--- src/design/tsd_pkg.sv ---
// ----------------------------------------------------------------------------
// Thermometer scratchpad decode package
// Shared types, constants and the bytewise CRC-8 function for the decoder.
// ----------------------------------------------------------------------------
package tsd_pkg;

  // Number of scratchpad bytes in one frame; the last one carries the CRC.
  localparam int unsigned FRAME_BYTES = 9;
  localparam int unsigned CNT_W       = 4;
  localparam logic [CNT_W-1:0] LAST_POS = CNT_W'(FRAME_BYTES - 1);

  // Reflected form of x^8 + x^5 + x^4 + 1.
  localparam logic [7:0] CRC_POLY_REFL = 8'h8C;

  // Count-per-degree value that enables the count-remain refinement.
  localparam logic [7:0]  COUNT_PER_C   = 8'h10;
  localparam logic [15:0] SHORT_MASK    = 16'hFFF0;
  localparam logic [15:0] SHORT_OFFSET  = 16'd12;

  // Resolution field of the config byte (bits 6:5).
  typedef enum logic [1:0] {
    RES_9BIT  = 2'b00,
    RES_10BIT = 2'b01,
    RES_11BIT = 2'b10,
    RES_12BIT = 2'b11
  } res_t;

  typedef enum logic [1:0] {
    ST_OK      = 2'd0,
    ST_ZERO    = 2'd1,
    ST_CRC_ERR = 2'd2
  } status_t;

  // One byte of the reflected CRC-8, eight shift steps.
  function automatic logic [7:0] crc8_update(input logic [7:0] crc_in,
                                             input logic [7:0] data);
    logic [7:0] crc;
    crc = crc_in ^ data;
    for (int i = 0; i < 8; i++) begin
      if (crc[0]) begin
        crc = (crc >> 1) ^ CRC_POLY_REFL;
      end else begin
        crc = crc >> 1;
      end
    end
    return crc;
  endfunction

endpackage

--- src/design/tsd_if.sv ---
// ----------------------------------------------------------------------------
// Thermometer scratchpad decode channels
// Valid/ready channels for scratchpad bytes and for decoded results.
// ----------------------------------------------------------------------------
interface tsd_in_if;
  logic       valid;
  logic       ready;
  logic [7:0] data_byte;
  logic       frame_start;
  logic       short_family;

  modport source (output valid, output data_byte, output frame_start,
                  output short_family, input ready);
  modport sink   (input valid, input data_byte, input frame_start,
                  input short_family, output ready);
endinterface

interface tsd_out_if;
  logic               valid;
  logic               ready;
  tsd_pkg::status_t   status;
  logic signed [15:0] temperature_centi;

  modport source (output valid, output status, output temperature_centi,
                  input ready);
  modport sink   (input valid, input status, input temperature_centi,
                  output ready);
endinterface

--- src/design/thermometer_scratchpad_decode_core.sv ---
// ----------------------------------------------------------------------------
// Thermometer scratchpad decode core
// Path: the ninth byte waits in the input register until its result is loaded into the output register.
// Throughput: one byte per cycle while the result side keeps up; bytes that
//   give no result pass through even while a result waits to be read.
// Reset: synchronous, active low; clears the byte count and both valid flags.
// ----------------------------------------------------------------------------
// Bytes are captured in an input register. In the next cycle the byte is
// folded into the running CRC, the OR of all bytes and the latched scratchpad
// fields. On the ninth byte the status and the temperature in hundredths of a
// degree are computed and loaded into the output register. A byte that gives
// no result drains from the input register in every cycle, and a ninth byte
// drains whenever the output register is free or is being read, so a new byte
// can be taken in every cycle unless a ninth byte is held up.
// ----------------------------------------------------------------------------
module thermometer_scratchpad_decode_core (
  input  logic      clk,
  input  logic      rst_n,
  tsd_in_if.sink    in_ch,
  tsd_out_if.source out_ch
);
  import tsd_pkg::*;

  // Input register.
  logic        s1_valid_r;
  logic        s1_valid_nxt;
  logic [7:0]  s1_byte_r;
  logic        s1_start_r;
  logic        s1_short_r;

  // Frame accumulators and latched scratchpad fields.
  logic [CNT_W-1:0] byte_count_r, byte_count_nxt;
  logic [7:0]  crc_accum_r, crc_accum_nxt;
  logic [7:0]  or_accum_r, or_accum_nxt;
  logic [15:0] temp_word_r, temp_word_nxt;
  logic [7:0]  resolution_byte_r, resolution_byte_nxt;
  logic [7:0]  count_remain_r, count_remain_nxt;
  logic [7:0]  count_per_degree_r, count_per_degree_nxt;

  // Output register.
  logic               out_valid_r, out_valid_nxt;
  status_t            out_status_r, out_status_nxt;
  logic signed [15:0] out_temp_r, out_temp_nxt;

  logic             in_xfer;
  logic             out_free;
  logic             s1_go;
  logic             s1_last;
  logic [CNT_W-1:0] pos;
  logic             restart;
  logic [7:0]       crc_base;
  logic [7:0]       or_base;
  logic [7:0]       or_all;
  logic [15:0]      raw;
  logic [15:0]      raw_short;
  res_t             res_sel;
  logic signed [22:0] centi_prod;

  // A byte that gives no result always moves on; the ninth byte moves on
  // only when the output register can take its result.
  assign out_free = !out_valid_r || out_ch.ready;
  assign s1_go    = s1_valid_r && (!s1_last || out_free);
  assign in_ch.ready = !s1_valid_r || s1_go;
  assign in_xfer  = in_ch.valid && in_ch.ready;

  always_comb begin
    if (in_xfer) begin
      s1_valid_nxt = 1'b1;
    end else if (s1_go) begin
      s1_valid_nxt = 1'b0;
    end else begin
      s1_valid_nxt = s1_valid_r;
    end
  end

  always_ff @(posedge clk) begin
    if (!rst_n) begin
      s1_valid_r <= 1'b0;
    end else begin
      s1_valid_r <= s1_valid_nxt;
    end
    if (in_xfer) begin
      s1_byte_r  <= in_ch.data_byte;
      s1_start_r <= in_ch.frame_start;
      s1_short_r <= in_ch.short_family;
    end
  end

  // A frame restarts on an explicit start flag or whenever the count is at
  // zero, which covers the first byte after reset and after a finished frame.
  assign restart  = s1_start_r || (byte_count_r == '0);
  assign pos      = restart ? '0 : byte_count_r;
  assign s1_last  = s1_valid_r && (pos >= LAST_POS);
  assign crc_base = restart ? 8'h00 : crc_accum_r;
  assign or_base  = restart ? 8'h00 : or_accum_r;
  assign or_all   = or_base | s1_byte_r;

  always_comb begin
    byte_count_nxt       = byte_count_r;
    crc_accum_nxt        = crc_accum_r;
    or_accum_nxt         = or_accum_r;
    temp_word_nxt        = temp_word_r;
    resolution_byte_nxt  = resolution_byte_r;
    count_remain_nxt     = count_remain_r;
    count_per_degree_nxt = count_per_degree_r;
    if (s1_go) begin
      or_accum_nxt = or_all;
      if (pos < LAST_POS) begin
        crc_accum_nxt  = crc8_update(crc_base, s1_byte_r);
        byte_count_nxt = pos + CNT_W'(1);
        case (pos)
          CNT_W'(0): temp_word_nxt[7:0]   = s1_byte_r;
          CNT_W'(1): temp_word_nxt[15:8]  = s1_byte_r;
          CNT_W'(4): resolution_byte_nxt  = s1_byte_r;
          CNT_W'(6): count_remain_nxt     = s1_byte_r;
          CNT_W'(7): count_per_degree_nxt = s1_byte_r;
          default: ;
        endcase
      end else begin
        crc_accum_nxt  = crc_base;
        byte_count_nxt = '0;
      end
    end
  end

  always_ff @(posedge clk) begin
    if (!rst_n) begin
      byte_count_r <= '0;
    end else begin
      byte_count_r <= byte_count_nxt;
    end
    crc_accum_r        <= crc_accum_nxt;
    or_accum_r         <= or_accum_nxt;
    temp_word_r        <= temp_word_nxt;
    resolution_byte_r  <= resolution_byte_nxt;
    count_remain_r     <= count_remain_nxt;
    count_per_degree_r <= count_per_degree_nxt;
  end

  // Raw temperature. The short family has half-degree steps in bits 8:0, so
  // it is moved up to sixteenths and optionally refined with count-remain.
  // The long family drops the low bits that its resolution leaves undefined.
  assign res_sel = res_t'(resolution_byte_r[6:5]);

  always_comb begin
    raw_short = {temp_word_r[12:0], 3'b000};
    if (count_per_degree_r == COUNT_PER_C) begin
      raw_short = (raw_short & SHORT_MASK) + SHORT_OFFSET - {8'h00, count_remain_r};
    end
    if (s1_short_r) begin
      raw = raw_short;
    end else begin
      unique case (res_sel)
        RES_9BIT:  raw = {temp_word_r[15:3], 3'b000};
        RES_10BIT: raw = {temp_word_r[15:2], 2'b00};
        RES_11BIT: raw = {temp_word_r[15:1], 1'b0};
        RES_12BIT: raw = temp_word_r;
        default:   raw = temp_word_r;
      endcase
    end
  end

  // Hundredths of a degree: signed raw times 100, floor divided by 16.
  assign centi_prod = $signed({{7{raw[15]}}, raw}) * 23'sd100;

  always_comb begin
    out_status_nxt = out_status_r;
    out_temp_nxt   = out_temp_r;
    if (s1_go && s1_last) begin
      // The all-zero check comes first, since all zeros has a matching CRC.
      if (or_all == 8'h00) begin
        out_status_nxt = ST_ZERO;
        out_temp_nxt   = '0;
      end else if (crc_base != s1_byte_r) begin
        out_status_nxt = ST_CRC_ERR;
        out_temp_nxt   = '0;
      end else begin
        out_status_nxt = ST_OK;
        out_temp_nxt   = centi_prod[19:4];
      end
    end
  end

  always_comb begin
    if (s1_go && s1_last) begin
      out_valid_nxt = 1'b1;
    end else if (out_ch.ready) begin
      out_valid_nxt = 1'b0;
    end else begin
      out_valid_nxt = out_valid_r;
    end
  end

  always_ff @(posedge clk) begin
    if (!rst_n) begin
      out_valid_r <= 1'b0;
    end else begin
      out_valid_r <= out_valid_nxt;
    end
    out_status_r <= out_status_nxt;
    out_temp_r   <= out_temp_nxt;
  end

  assign out_ch.valid             = out_valid_r;
  assign out_ch.status            = out_status_r;
  assign out_ch.temperature_centi = out_temp_r;

  // Error results never carry a temperature.
  a_err_temp_zero: assert property (@(posedge clk) disable iff (!rst_n)
    (out_valid_r && (out_status_r != ST_OK)) |-> (out_temp_r == '0))
    else $error("error result with nonzero temperature");

  // The byte count never runs past the CRC byte position.
  a_count_range: assert property (@(posedge clk) disable iff (!rst_n)
    byte_count_r <= LAST_POS)
    else $error("byte count out of range");

  // An empty output register only fills through the last byte of a frame.
  a_no_spurious: assert property (@(posedge clk) disable iff (!rst_n)
    (!out_valid_r && !(s1_go && s1_last)) |=> !out_valid_r)
    else $error("result produced by a non-final byte");

  // An empty input register always takes a new byte.
  a_ready_empty: assert property (@(posedge clk) disable iff (!rst_n)
    !s1_valid_r |-> in_ch.ready)
    else $error("input stalled with an empty input register");

endmodule

--- src/flat_wrapper.sv ---
// flat-port wrapper written by rule: the top's interface ports become plain ports
module thermometer_scratchpad_decode_core_flat import tsd_pkg::*;
  (clk, rst_n, in_ch_valid, in_ch_data_byte, in_ch_frame_start, in_ch_short_family, in_ch_ready, out_ch_valid, out_ch_status, out_ch_temperature_centi, out_ch_ready);
  tsd_in_if in_ch_i ();
  tsd_out_if out_ch_i ();
  input  logic clk;
  input  logic rst_n;
  input wire logic [$bits(in_ch_i.valid)-1:0] in_ch_valid;
  input wire logic [$bits(in_ch_i.data_byte)-1:0] in_ch_data_byte;
  input wire logic [$bits(in_ch_i.frame_start)-1:0] in_ch_frame_start;
  input wire logic [$bits(in_ch_i.short_family)-1:0] in_ch_short_family;
  output wire logic [$bits(in_ch_i.ready)-1:0] in_ch_ready;
  output wire logic [$bits(out_ch_i.valid)-1:0] out_ch_valid;
  output wire logic [$bits(out_ch_i.status)-1:0] out_ch_status;
  output wire logic [$bits(out_ch_i.temperature_centi)-1:0] out_ch_temperature_centi;
  input wire logic [$bits(out_ch_i.ready)-1:0] out_ch_ready;
  assign in_ch_i.valid = in_ch_valid;
  assign in_ch_i.data_byte = in_ch_data_byte;
  assign in_ch_i.frame_start = in_ch_frame_start;
  assign in_ch_i.short_family = in_ch_short_family;
  assign in_ch_ready = in_ch_i.ready;
  assign out_ch_valid = out_ch_i.valid;
  assign out_ch_status = out_ch_i.status;
  assign out_ch_temperature_centi = out_ch_i.temperature_centi;
  assign out_ch_i.ready = out_ch_ready;
  thermometer_scratchpad_decode_core u_core (.clk(clk), .rst_n(rst_n), .in_ch(in_ch_i), .out_ch(out_ch_i));
endmodule
--- config.mk ---
export PLATFORM = sky130hd
export DESIGN_NAME = thermometer_scratchpad_decode_core_flat
export DESIGN_NICKNAME = d
export VERILOG_FILES = /design/src/design/tsd_pkg.sv /design/src/design/tsd_if.sv /design/src/design/thermometer_scratchpad_decode_core.sv /design/src/flat_wrapper.sv
export SDC_FILE = /design/constraint.sdc
export NUM_CORES = 1
export LEC_CHECK = 0
export BUFFER_PORTS_ARGS = -buffer_cell sky130_fd_sc_hd__buf_2
export CORE_MARGIN = 4
export CORE_UTILIZATION = 60
export DETAILED_ROUTE_END_ITERATION = 8
export MAX_ROUTING_LAYER = met4
export PLACE_DENSITY = 0.79
export SYNTH_ARGS = -nofsm -noshare
export SYNTH_HDL_FRONTEND = slang
export SYNTH_SLANG_ARGS = --single-unit
--- constraint.sdc ---
create_clock -name clk -period 8.1 [get_ports clk]
set_clock_uncertainty 0.15 [all_clocks]
set_input_delay 1.215 -clock clk [delete_from_list [all_inputs] [get_ports clk]]
set_output_delay 1.215 -clock clk [all_outputs]
set_load 0.03 [all_outputs]
# After elaboration in Yosys (flattened, before gate mapping)
# Cells that the tools add are included.
[word_totals]
reg_bits = 89
inputBits = 14
elab_cells = 98
[op_classes]
addsub = 3
multipliers = 1
n_lt_le_gt_ge = 2
eq_ne = 9
n_mux = 35
bitwise = 10
reduce_logical = 23
[op_table]
columns = ["cell", "count"]
rows = [
  ["2-to-1 mux 8 bit", 25],
  ["case mux 16 bit (4 select lines)", 1],
  ["2-to-1 mux 16 bit", 2],
  ["NOT 2 -> 3 bit", 8],
  ["multiplier 16 x 6 -> 18 bit, second input constant", 1],
  ["adder 16 x 4 -> 16 bit, second input constant", 1],
  ["subtractor 16 x 8 -> 16 bit", 1],
  ["AND reduction 3 bit", 5],
  ["== test 4 x 3 -> 1 bit, second input constant", 3],
  ["== test 8 x 5 -> 1 bit, second input constant", 1],
  ["logical NOT 4 bit", 2],
  ["logical NOT 8 bit", 1],
  ["2-to-1 mux 4 bit", 2],
  ["inequality test 8 bit", 1],
  ["bitwise OR 8 bit", 1],
  ["bitwise XOR 8 bit", 1],
  ["adder 4 x 1 -> 4 bit, second input constant", 1],
  ["== test 2 bit, second input constant", 2],
  ["== test 4 x 1 -> 1 bit, second input constant", 1],
  ["greater-or-equal comparator 4 bit, second input constant", 1],
  ["logical AND 1 bit", 4],
  ["logical OR 1 bit", 4],
  ["< comparator 4 bit, second input constant", 1],
  ["2-to-1 mux 1 bit", 4],
  ["6 further kinds", 9],
]

# Logic depth before layout (Yosys ltp)
# Gate-level depths: netlist of the first run.
[depth]
depth_word = 36
depth_mapped = 23
depth_no_buf = 23

# Worst setup path before layout of the first run
# OpenSTA, ideal clock, no wires.
[synth_path]
path_kind = "reg2reg"
from = "register u_core.count_remain_r[0]"
to = "register u_core.out_temp_r[15] (netlist: u_core.out_ch.temperature_centi[15]) (data pin)"
setup_time_ns = 0.254
arrival_time_ns = 4.676
setup_slack_ns = 3.020
path_stages_with_launch = 23
period_less_slack_ns = 5.080
cell_sequence = "edfxtp_1 > inv_1 > ha_1 > and4bb_2 > or2_2 > a21oi_1 > nor3_1 > xnor2_1 > a21oi_1 > ha_1 > inv_1 > fa_1 > inv_1 > ha_1 > ha_1 > or4_1 > o21ai_0 > a31oi_1 > o41ai_1 > xnor2_1 > xnor2_1 > xor2_1 > nor2_1"
[synth_between]
elab_chain_cells = 4
[synth_rtl]
columns = ["element", "line_no", "text"]
rows = [
  ["from (decl)", "thermometer_scratchpad_decode_core.sv:37", "logic [7:0] count_remain_r, count_remain_nxt;"],
  ["from (signal assigned)", "thermometer_scratchpad_decode_core.sv:136", "count_remain_r <= count_remain_nxt;"],
  ["subtractor 16 x 8 -> 16 bit", "thermometer_scratchpad_decode_core.sv:148", "raw_short = (raw_short & SHORT_MASK) + SHORT_OFFSET - {8'h00, count_remain_r};"],
  ["2-to-1 mux 16 bit", "thermometer_scratchpad_decode_core.sv:147", "if (count_per_degree_r == COUNT_PER_C) begin"],
  ["2-to-1 mux 16 bit", "thermometer_scratchpad_decode_core.sv:150", "if (s1_short_r) begin"],
  ["multiplier 16 x 6 -> 18 bit", "thermometer_scratchpad_decode_core.sv:164", "assign centi_prod = $signed({{7{raw[15]}}, raw}) * 23'sd100;"],
  ["to (signal assigned)", "thermometer_scratchpad_decode_core.sv:201", "out_temp_r <= out_temp_nxt;"],
  ["to (decl)", "thermometer_scratchpad_decode_core.sv:43", "logic signed [15:0] out_temp_r, out_temp_nxt;"],
]
# No other way between the ends.
# A chain may end at the register's enable or synchronous reset.

# Worst setup path in the final report of the first run
[layout_path]
from = "register u_core.count_per_degree_r[5]"
to = "register u_core.out_temp_r[15] (netlist: u_core.out_ch.temperature_centi[15]) (data pin)"
[layout_between]
elab_chain_cells = 4
[layout_rtl]
columns = ["element", "line_no", "text"]
rows = [
  ["from (decl)", "thermometer_scratchpad_decode_core.sv:38", "logic [7:0] count_per_degree_r, count_per_degree_nxt;"],
  ["from (signal assigned)", "thermometer_scratchpad_decode_core.sv:137", "count_per_degree_r <= count_per_degree_nxt;"],
  ["== test 8 x 5 -> 1 bit", "thermometer_scratchpad_decode_core.sv:147", ""],
  ["2-to-1 mux 16 bit", "thermometer_scratchpad_decode_core.sv:147", ""],
  ["2-to-1 mux 16 bit", "thermometer_scratchpad_decode_core.sv:150", ""],
  ["multiplier 16 x 6 -> 18 bit", "thermometer_scratchpad_decode_core.sv:164", ""],
]
# No other way between the ends.

==> flow_summary.json, run 1 <==
{
  "status": "finished, final reports clean",
  "use_met3": 0.0327,
  "grt_usage": 0.206,
  "core.rowCount": 35,
  "grtUsageMet2": 0.360,
  "maxSlewHeadroom": 0.424,
  "yosys.area.top_type": "edfxtp_1",
  "antenna_found_initial": 0,
  "wl_per_cell_um": 15.7,
  "initial_utilization": 0.613,
  "dpl-instance-area_um2": 5850,
  "coreArea_um2": 9200,
  "drc": 0,
  "path_class": "reg -> reg",
  "synth_cells": 525,
  "holdBufCountCts": 0,
  "cp_max_fo": 15,
  "viasPerCell": 5.75,
  "cts.path.max_buffers": 2,
  "numCtsBuffers": 9,
  "synth_seq_cells": 84,
  "final_util": 0.657,
  "p_leak_nw": 2.46,
  "vias": 3839,
  "wl_mm": 10.5,
  "syn_nets": 601,
  "h-tree-depth": 3,
  "regArea_um2": 2460,
  "final_cell_mix": "edfxtp_1, ha_1, nor2_1",
  "synth_async_sr_flop_share": 0,
  "peakVddDrop_uv": 117,
  "r2r_cells": 19,
  "synth_edf_count": 78,
  "synth_warnings": 0,
  "die_y_um": 105,
  "gp_congestion": 0.886,
  "dpl.hpwl_mm": 7.83,
  "grt_max_degree": 40,
  "postRouteAntennaNets": 0,
  "cts-root-buf": "clkbuf_8",
  "post_cts_resize_count": 0,
  "postCtsSetupBuffers": 0,
  "powerDensity_nw_per_um2": 208,
  "syn2layout_area_growth_pct": 7.14,
  "synth_area_um2": 5640,
  "grt_pass1_wl_mm": 17.7,
  "yosysTopAreaCellShare": 0.415,
  "diodes": 0,
  "clock_latency_ns": 0.36,
  "max_freq_mhz": 178,
  "rsz0062_at_grt": "false",
  "cp_data_required_time_ns": 8.05,
  "clk_pin_slew_ns": 0.10,
  "layout-drive-gt1-share": 0.127,
  "yosys-top-cells-area": "edfxtp_1, ha_1, xnor2_1",
  "arrival_ns": 5.57,
  "final_cell_area_um2": 6040,
  "dr.pass1.iters": 4,
  "postSynthAreaPerCell_um2": 10.7,
  "top_usage_layer": "met2",
  "setup_violations": 0,
  "worst_pin_slew_ns": 0.862,
  "yosysSeqAreaShare": 0.437,
  "finalCriticalPeriod_ns": 5.61,
  "fill_cells": 721,
  "fin_nets": 628,
  "start_kind": "flip-flop",
  "die_area_um2": 11000,
  "synth_cell_types": 63,
  "layout_commonest_cell": "edfxtp_1",
  "post-route-period-util": 0.693,
  "first_iter_violations": 186,
  "use_met1": 0.243,
  "die_w_um": 105,
  "multi_input_area_um2": 2890,
  "grt_pass1_vias": 3708,
  "grt_overflow": 0,
  "place_worst_setup_slack_ns": 2.56,
  "tns_ns": 0,
  "cts.sinks": 84,
  "setup_ws_ns": 2.49,
  "finalHoldViolations": 0,
  "ioPinCount": 34,
  "drv_cap": 0,
  "numPortBuffers": 33,
  "drv_slew": 0,
  "whs_path_depth": 2,
  "hold_class": "reg -> reg",
  "cts_tree": "built",
  "end_kind": "flip-flop",
  "synth_ff_type": "edfxtp_1"
}
[sequential cells by signal (all words and copies together) (netlist names)]
register                         flops
u_core.s1_valid_r                    1
u_core.s1_byte_r                     8
u_core.temp_word_r                  16
u_core.out_ch.status                 2
u_core.crc_accum_r                   8
u_core.s1_short_r                    1
u_core.out_ch.temperature_centi     16
u_core.count_per_degree_r            8
u_core.count_remain_r                8
u_core.resolution_byte_r             2
u_core.s1_start_r                    1
u_core.out_ch.valid                  1
u_core.byte_count_r                  4
u_core.or_accum_r                    8
[critical path: stages, from the launching register on]
cell,delay [ns]
edfxtp_1,0.40
nor4b_2,0.51
nand2_1,0.42
nor3_1,0.35
nor3b_1,0.27
xnor2_1,0.09
a21oi_1,0.27
ha_1,0.29
ha_1,0.32
xor2_1,0.17
ha_1,0.31
ha_1,0.26
or4_1,0.47
o21ai_0,0.10
a31oi_1,0.09
o41ai_1,0.35
xnor2_1,0.18
xnor2_1,0.15
xor2_1,0.18
nor2_1,0.06
[final cells by class]
type | instances | share of cell area
Sequential cell | 84 | 0.407
Tap cell | 111 | 0.0230
Clock inverter | 7 | 0.0110
Timing Repair Buffer | 36 | 0.0311
Inverter | 47 | 0.0292
Multi-Input combinational cell | 374 | 0.478
Clock buffer | 9 | 0.0205
[where the power goes]
part / total [mW] / internal [mW] / switching, mW / leakage [nW]
logic: 0.432 / 0.197 / 0.235 / 1.62
registers: 0.530 / 0.500 / 0.0308 / 0.754
clock network: 0.296 / 0.120 / 0.176 / 0.0922
[worst paths after layout]
| kind | startpoint | endpoint | slack [ns] |
|---|---|---|---|
| hold / removal | u_core.byte_count_r[0] | u_core.byte_count_r[0] | 0.40 |
| hold reg to reg | u_core.byte_count_r[0] | u_core.byte_count_r[0] | 0.40 |
| setup reg to reg | u_core.count_per_degree_r[5] | u_core.out_ch.temperature_centi[15] | 2.49 |
| setup / recovery | u_core.count_per_degree_r[5] | u_core.out_ch.temperature_centi[15] | 2.49 |
[synthesized netlist by cell type, drive strengths merged (2+ instances only)]
library cell	n
nand3	4
o21a	6
edfxtp	78
o31ai	3
inv	47
and2	4
o22ai	3
a2111oi	3
nand2	33
a21boi	3
dfxtp	6
a21o	19
nor2b	5
a21oi	29
a31oi	3
clkbuf	11
nor2	50
nand4	4
nor4	8
buf	9
nor3	9
o21ai	24
or2	2
a211oi	2
xor2	28
nand2b	8
xnor2	33
a31o	3
fa	10
nor4b	2
mux2i	2
or4	2
o21bai	3
ha	52
[stage by stage]
step                      instances  power, mW  hold slack [ns]
after floorplan                 525      0.890            0.326
after global placement          652      0.950            0.358
after detailed placement        652      0.967            0.379
after CTS                       668       1.27            0.391
after global routing            668       1.35            0.413
final                           668       1.26            0.396
[per-layer routing]
layer / vias up / wire length (um)
li1: 1915 / -
met1: 1808 / 4340
met2: 100 / 5470
met3: 16 / 499
met4: 0 / 179
met5: - / 0
[logic make-up after synthesis]
| group | Yosys count | synth area share |
|---|---|---|
| adders and majority gates | 62 | 0.151 |
| and+or+nand+nor | 138 | 0.128 |
| DFF | 84 | 0.437 |
| AOI/OAI and AO/OA | 111 | 0.135 |
| buffers and inverters | 67 | 0.0515 |
| muxes | 2 | 0.00355 |
| xor gates and xnor gates | 61 | 0.0947 |
Note: power is estimated with default switching activity, not from simulation.
==> run 2: changes to the inputs <==
- CORE_UTILIZATION: 60 -> 56
- PLACE_DENSITY: 0.79 -> 0.77
- clock period: 8.1 -> 4.8 ns (I/O delays scaled with it)
==> run 2 against run 1 <==
  * The flow now finishes with violations (negative setup slack)
  * Largest power group is now combinational logic
  * Highest routed layer unchanged
  * Power up 92%
  * Die area rose by 6.6%
  * Design area increased by 12%
  * Setup slack got worse by 2.7 ns
  * Global-route usage fell by 0.057 points
  * Cell count rose by 11%
  * Combinational power is 120% higher
  * Via count increased by 5.8%
  * Hold slack worse by 0.020 ns
  * Non-clock buffer count rose by 51
==> flow_summary.json, run 2 (synthesis gave the netlist of run 1 again) <==
{
  "path_cells": "ha_4 > nand3_1 > o211ai_1 > o21a_1 > nor4_2 > xnor2_1 > a21oi_2 > ha_1 > inv_1 > fa_1 > inv_1 > ha_4 > ha_2 > or4_4 > o21ai_4 > a31oi_4 > o41ai_2 > xnor2_1 > xnor2_1 > xor2_1 > nor2_1",
  "rsz0062_at_grt": "true",
  "violations": "negative setup slack",
  "die_area_um2": 11700,
  "drv_cap": 0,
  "power_mw": 2.42,
  "finalCriticalPeriod_ns": 4.98,
  "drv_slew": 0,
  "max_stage_delay_ns": 0.54,
  "place_inst": 719,
  "arrival_ns": 4.94,
  "vias": 4061,
  "grt_max_degree": 25,
  "post-route-period-util": 1.04,
  "path_class": "reg -> reg",
  "diodes": 0,
  "clock_latency_ns": 0.37,
  "drc": 0,
  "h-tree-depth": 3,
  "first_iter_violations": 117,
  "p_leak_nw": 2.76,
  "hold_class": "in -> reg",
  "initial_utilization": 0.577,
  "numCtsBuffers": 9,
  "coreArea_um2": 9770,
  "grt_pass1_vias": 4117,
  "finalHoldViolations": 0,
  "start_kind": "flip-flop",
  "maxSlewHeadroom": 0.458,
  "cp_data_required_time_ns": 4.76,
  "powerDensity_nw_per_um2": 357,
  "cts-root-buf": "clkbuf_8",
  "grt_overflow": 0,
  "cp_common_cell": "xnor2_1",
  "ioPinCount": 34,
  "cts_tree": "built",
  "crit_family": "adder cells",
  "r2r_end": "u_core.out_ch.temperature_centi[15]",
  "min_from": "in_ch_data_byte[5]",
  "min_to": "u_core.s1_byte_r[5]",
  "whs_path_depth": 1,
  "peakVddDrop_uv": 282,
  "holdBufCountCts": 0,
  "layout_commonest_cell": "edfxtp_1",
  "viasPerCell": 5.48,
  "grt_pass1_wl_mm": 18.6,
  "wl_per_cell_um": 15.3,
  "status": "finished, violations left",
  "dpl.hpwl_mm": 8.17,
  "cp_max_fo": 3,
  "setup_ws_ns": -0.179,
  "syn2layout_area_growth_pct": 20.2,
  "fill_cells": 707,
  "postRouteAntennaNets": 0,
  "antenna_found_initial": 0,
  "cpMaxStageDelayCell": "fa_1",
  "cts.path.max_buffers": 2,
  "cts.sinks": 84,
  "wl_mm": 11.3,
  "fin_nets": 679,
  "numPortBuffers": 33,
  "gp_congestion": 0.837,
  "end_kind": "flip-flop",
  "grt_usage": 0.206,
  "clk_pin_slew_ns": 0.10,
  "die_w_um": 108,
  "tns_ns": -0.179,
  "core.rowCount": 36,
  "max_freq_mhz": 201,
  "die_y_um": 108,
  "layout-drive-gt1-share": 0.265,
  "final_cell_mix": "edfxtp_1, buf_4, nor2_1",
  "r2r_start": "u_core.temp_word_r[1]",
  "reg2reg_slack_ns": -0.18,
  "dr.pass1.iters": 5,
  "r2r_cells": 21,
  "fin_cells": 741,
  "setup_violations": 1,
  "critical_path.n_buffers_inverters": 2,
  "worst_pin_slew_ns": 0.810
}
-- run 2: power by group --
group	internal [mW]	switching [mW]	total, mW
registers	0.843	0.0534	0.896
logic	0.463	0.467	0.930
clock network	0.312	0.281	0.593
total	1.62	0.802	2.42
-- run 2: repair_timing --
item,4_1_cts,5_1_grt
gates resized for setup,6,29
setup endpoints to repair,3,6
pin swaps,10,22
setup buffers,2,4
-- run 2: stage by stage --
step	instance area [um2]	setup slack, ns	hold slack, ns	utilization
floorplan	5750	-0.0306	0.326	-
global placement	6310	-0.0960	0.355	0.646
detailed placement	6310	-0.271	0.368	0.646
CTS	6580	-0.108	0.360	0.673
global route	6780	-0.453	0.356	0.694
finish	6780	-0.179	0.376	0.694
-- run 2: worst max path at each step --
stage	from	end	cells after the start
2_1_floorplan	u_core.count_remain_r[0]	u_core.out_ch.temperature_centi[15]	22
3_3_place_gp	u_core.temp_word_r[1]	u_core.out_ch.temperature_centi[15]	21
3_5_place_dp	u_core.temp_word_r[1]	u_core.out_ch.temperature_centi[15]	21
4_1_cts	u_core.count_remain_r[1]	u_core.out_ch.temperature_centi[15]	22
5_1_grt	u_core.temp_word_r[1]	u_core.out_ch.temperature_centi[15]	21
6_report	u_core.temp_word_r[1]	u_core.out_ch.temperature_centi[15]	21
-- run 2: per-layer routing --
metal,vias up,track usage,share of wire
met5,-,-,0
met4,0,0.0712,0.022
met3,25,0.0316,0.033
met2,101,0.368,0.53
met1,1923,0.235,0.42
li1,2012,-,-
-- run 2: area by class of cell --
class	count	area (um2)	area share
multi-input cells	374	3170	0.468
flip-flops and latches	84	2460	0.363
repair buffers	87	571	0.0841
inverters	47	176	0.0260
well taps	133	166	0.0245
clock buffers	10	138	0.0203
clock inverters	6	93.8	0.0138
==> run 3: changes to the inputs <==
- CTS_BUF_LIST: default -> sky130_fd_sc_hd__clkbuf_16
==> run 3 against run 2 <==
  * Flip-flop and latch count did not move
  * The flow still finishes with violations (negative setup slack)
  * Design area rose by 2.4%
  * Critical path type unchanged
  * Non-clock buffer count up 7
  * First-iteration DRC count up 15%
  * Combinational power grew 1%
  * Count of clock-buffer cells in the layout shrank 1
==> flow_summary.json, run 3 (synthesis gave the netlist of run 1 again) <==
{
  "whs_path_depth": 2,
  "r2r_cells": 21,
  "r2r_start": "u_core.temp_word_r[2]",
  "powerDensity_nw_per_um2": 374,
  "wl_met1_mm": 4.75,
  "maxSlewHeadroom": 0.457,
  "coreArea_um2": 9770,
  "place_inst": 719,
  "p_leak_nw": 2.84,
  "crit_family": "adder cells",
  "arrival_ns": 4.92,
  "core.rowCount": 36,
  "holdBufCountCts": 0,
  "max_freq_mhz": 200,
  "cts-root-buf": "clkbuf_16",
  "initial_utilization": 0.577,
  "cp_common_cell": "xnor2_1",
  "cp_data_required_time_ns": 4.73,
  "path_cells": "ha_4 > nand3_1 > o211ai_1 > o21a_1 > nor4_2 > xnor2_1 > a21oi_2 > ha_1 > inv_1 > fa_1 > inv_1 > ha_4 > ha_2 > or4_4 > o21ai_4 > a31oi_4 > o41ai_2 > xnor2_1 > xnor2_1 > xor2_1 > nor2_1",
  "status": "finished, violations left",
  "layout-drive-gt1-share": 0.273,
  "clk_pin_slew_ns": 0.07,
  "start_kind": "flip-flop",
  "wl_mm": 11.6,
  "wl_per_cell_um": 15.6,
  "setup_violations": 1,
  "r2r_end": "u_core.out_ch.temperature_centi[15]",
  "numPortBuffers": 33,
  "worst_pin_slew_ns": 0.812,
  "max_stage_delay_ns": 0.57,
  "setup.worst_path.start": "u_core.temp_word_r[2]",
  "post-route-period-util": 1.04,
  "vias": 4055,
  "fin_nets": 686,
  "cp_num_cells": 21,
  "top_layer": "met4",
  "die_y_um": 108,
  "dpl-instance-area_um2": 6310,
  "grt_pass1_wl_mm": 19.1,
  "met2_length_mm": 6.23,
  "viasPerCell": 5.42,
  "die_w_um": 108,
  "dr.pass1.iters": 7,
  "final_cell_mix": "edfxtp_1, buf_4, nor2_1",
  "drv_slew": 0,
  "cts.path.max_buffers": 2,
  "diodes": 0,
  "first_iter_violations": 134,
  "worstSetupEndpoint": "u_core.out_ch.temperature_centi[15]",
  "grt_usage": 0.211,
  "critical_path.n_buffers_inverters": 2,
  "path_class": "reg -> reg",
  "finalHoldViolations": 0,
  "final_util": 0.710,
  "fill_cells": 675,
  "gp_congestion": 0.837,
  "antenna_found_initial": 0,
  "layout_commonest_cell": "edfxtp_1",
  "hold_class": "reg -> reg",
  "peakVddDrop_uv": 239,
  "cpMaxStageDelayCell": "fa_1",
  "final_cell_area_um2": 6940,
  "reg2reg_slack_ns": -0.19,
  "setup_ws_ns": -0.193,
  "postRouteAntennaNets": 0,
  "grt_max_degree": 25,
  "met3_length_um": 488,
  "die_area_um2": 11700,
  "cp_max_fo": 4,
  "rsz0062_at_grt": "true",
  "drc": 0,
  "tns_ns": -0.193,
  "dpl.hpwl_mm": 8.17,
  "violations": "negative setup slack",
  "grt_pass1_vias": 4168,
  "ioPinCount": 34,
  "clock_latency_ns": 0.34,
  "drv_cap": 0,
  "numCtsBuffers": 9,
  "end_kind": "flip-flop",
  "fin_cells": 748,
  "cts_tree": "built",
  "syn2layout_area_growth_pct": 23.1,
  "h-tree-depth": 3,
  "finalCriticalPeriod_ns": 4.99,
  "cts.sinks": 84,
  "grt_overflow": 0
}
==> run 3: worst min path at each step <==
stage	start	endpoint	slack, ns
2_1_floorplan	u_core.s1_byte_r[0]	u_core.count_per_degree_r[0]	0.33
3_3_place_gp	u_core.out_ch.valid	u_core.out_ch.valid	0.35
3_5_place_dp	u_core.out_ch.valid	u_core.out_ch.valid	0.37
4_1_cts	u_core.out_ch.valid	u_core.out_ch.valid	0.38
5_1_grt	in_ch_data_byte[5]	u_core.s1_byte_r[5]	0.39
6_report	u_core.out_ch.valid	u_core.out_ch.valid	0.38
==> run 3: metal layers <==
layer,vias up,track usage
met5,-,-
met4,0,0.0622
met3,18,0.0352
met2,98,0.385
met1,1912,0.238
li1,2027,-
==> run 3: final cells by class <==
class,count,area [um2],area share
clock inverters,7,97.6,0.0141
flip-flops and latches,84,2460,0.355
repair buffers,94,623,0.0898
multi-input cells,374,3190,0.460
clock buffers,9,225,0.0324
well taps,133,166,0.0240
inverters,47,176,0.0254
==> run 3: power breakdown <==
part           switching [mW]  internal (mW)  total (mW)
clock network           0.299          0.459       0.758
logic                   0.473          0.470       0.943
registers              0.0535          0.844       0.897
==> run 3: timing repair <==
action | 4_1_cts | 5_1_grt
buffers inserted | 6 | 7
pin swaps | 13 | 24
gates resized for setup | 8 | 29
setup endpoints to repair | 4 | 6
==> run 3: worst min-delay path: stages (launching register included) <==
cell,delay [ns]
dfxtp_1,0.32
nand2b_1,0.08
a21boi_0,0.08
==> run 3: per-stage QoR <==
step	hold slack, ns	setup slack, ns	power (mW)
finish	0.376	-0.193	2.60
CTS	0.378	-0.0770	2.52
detailed placement	0.368	-0.271	1.74
global route	0.393	-0.450	2.75
global placement	0.355	-0.0960	1.71
floorplan	0.326	-0.0306	1.55
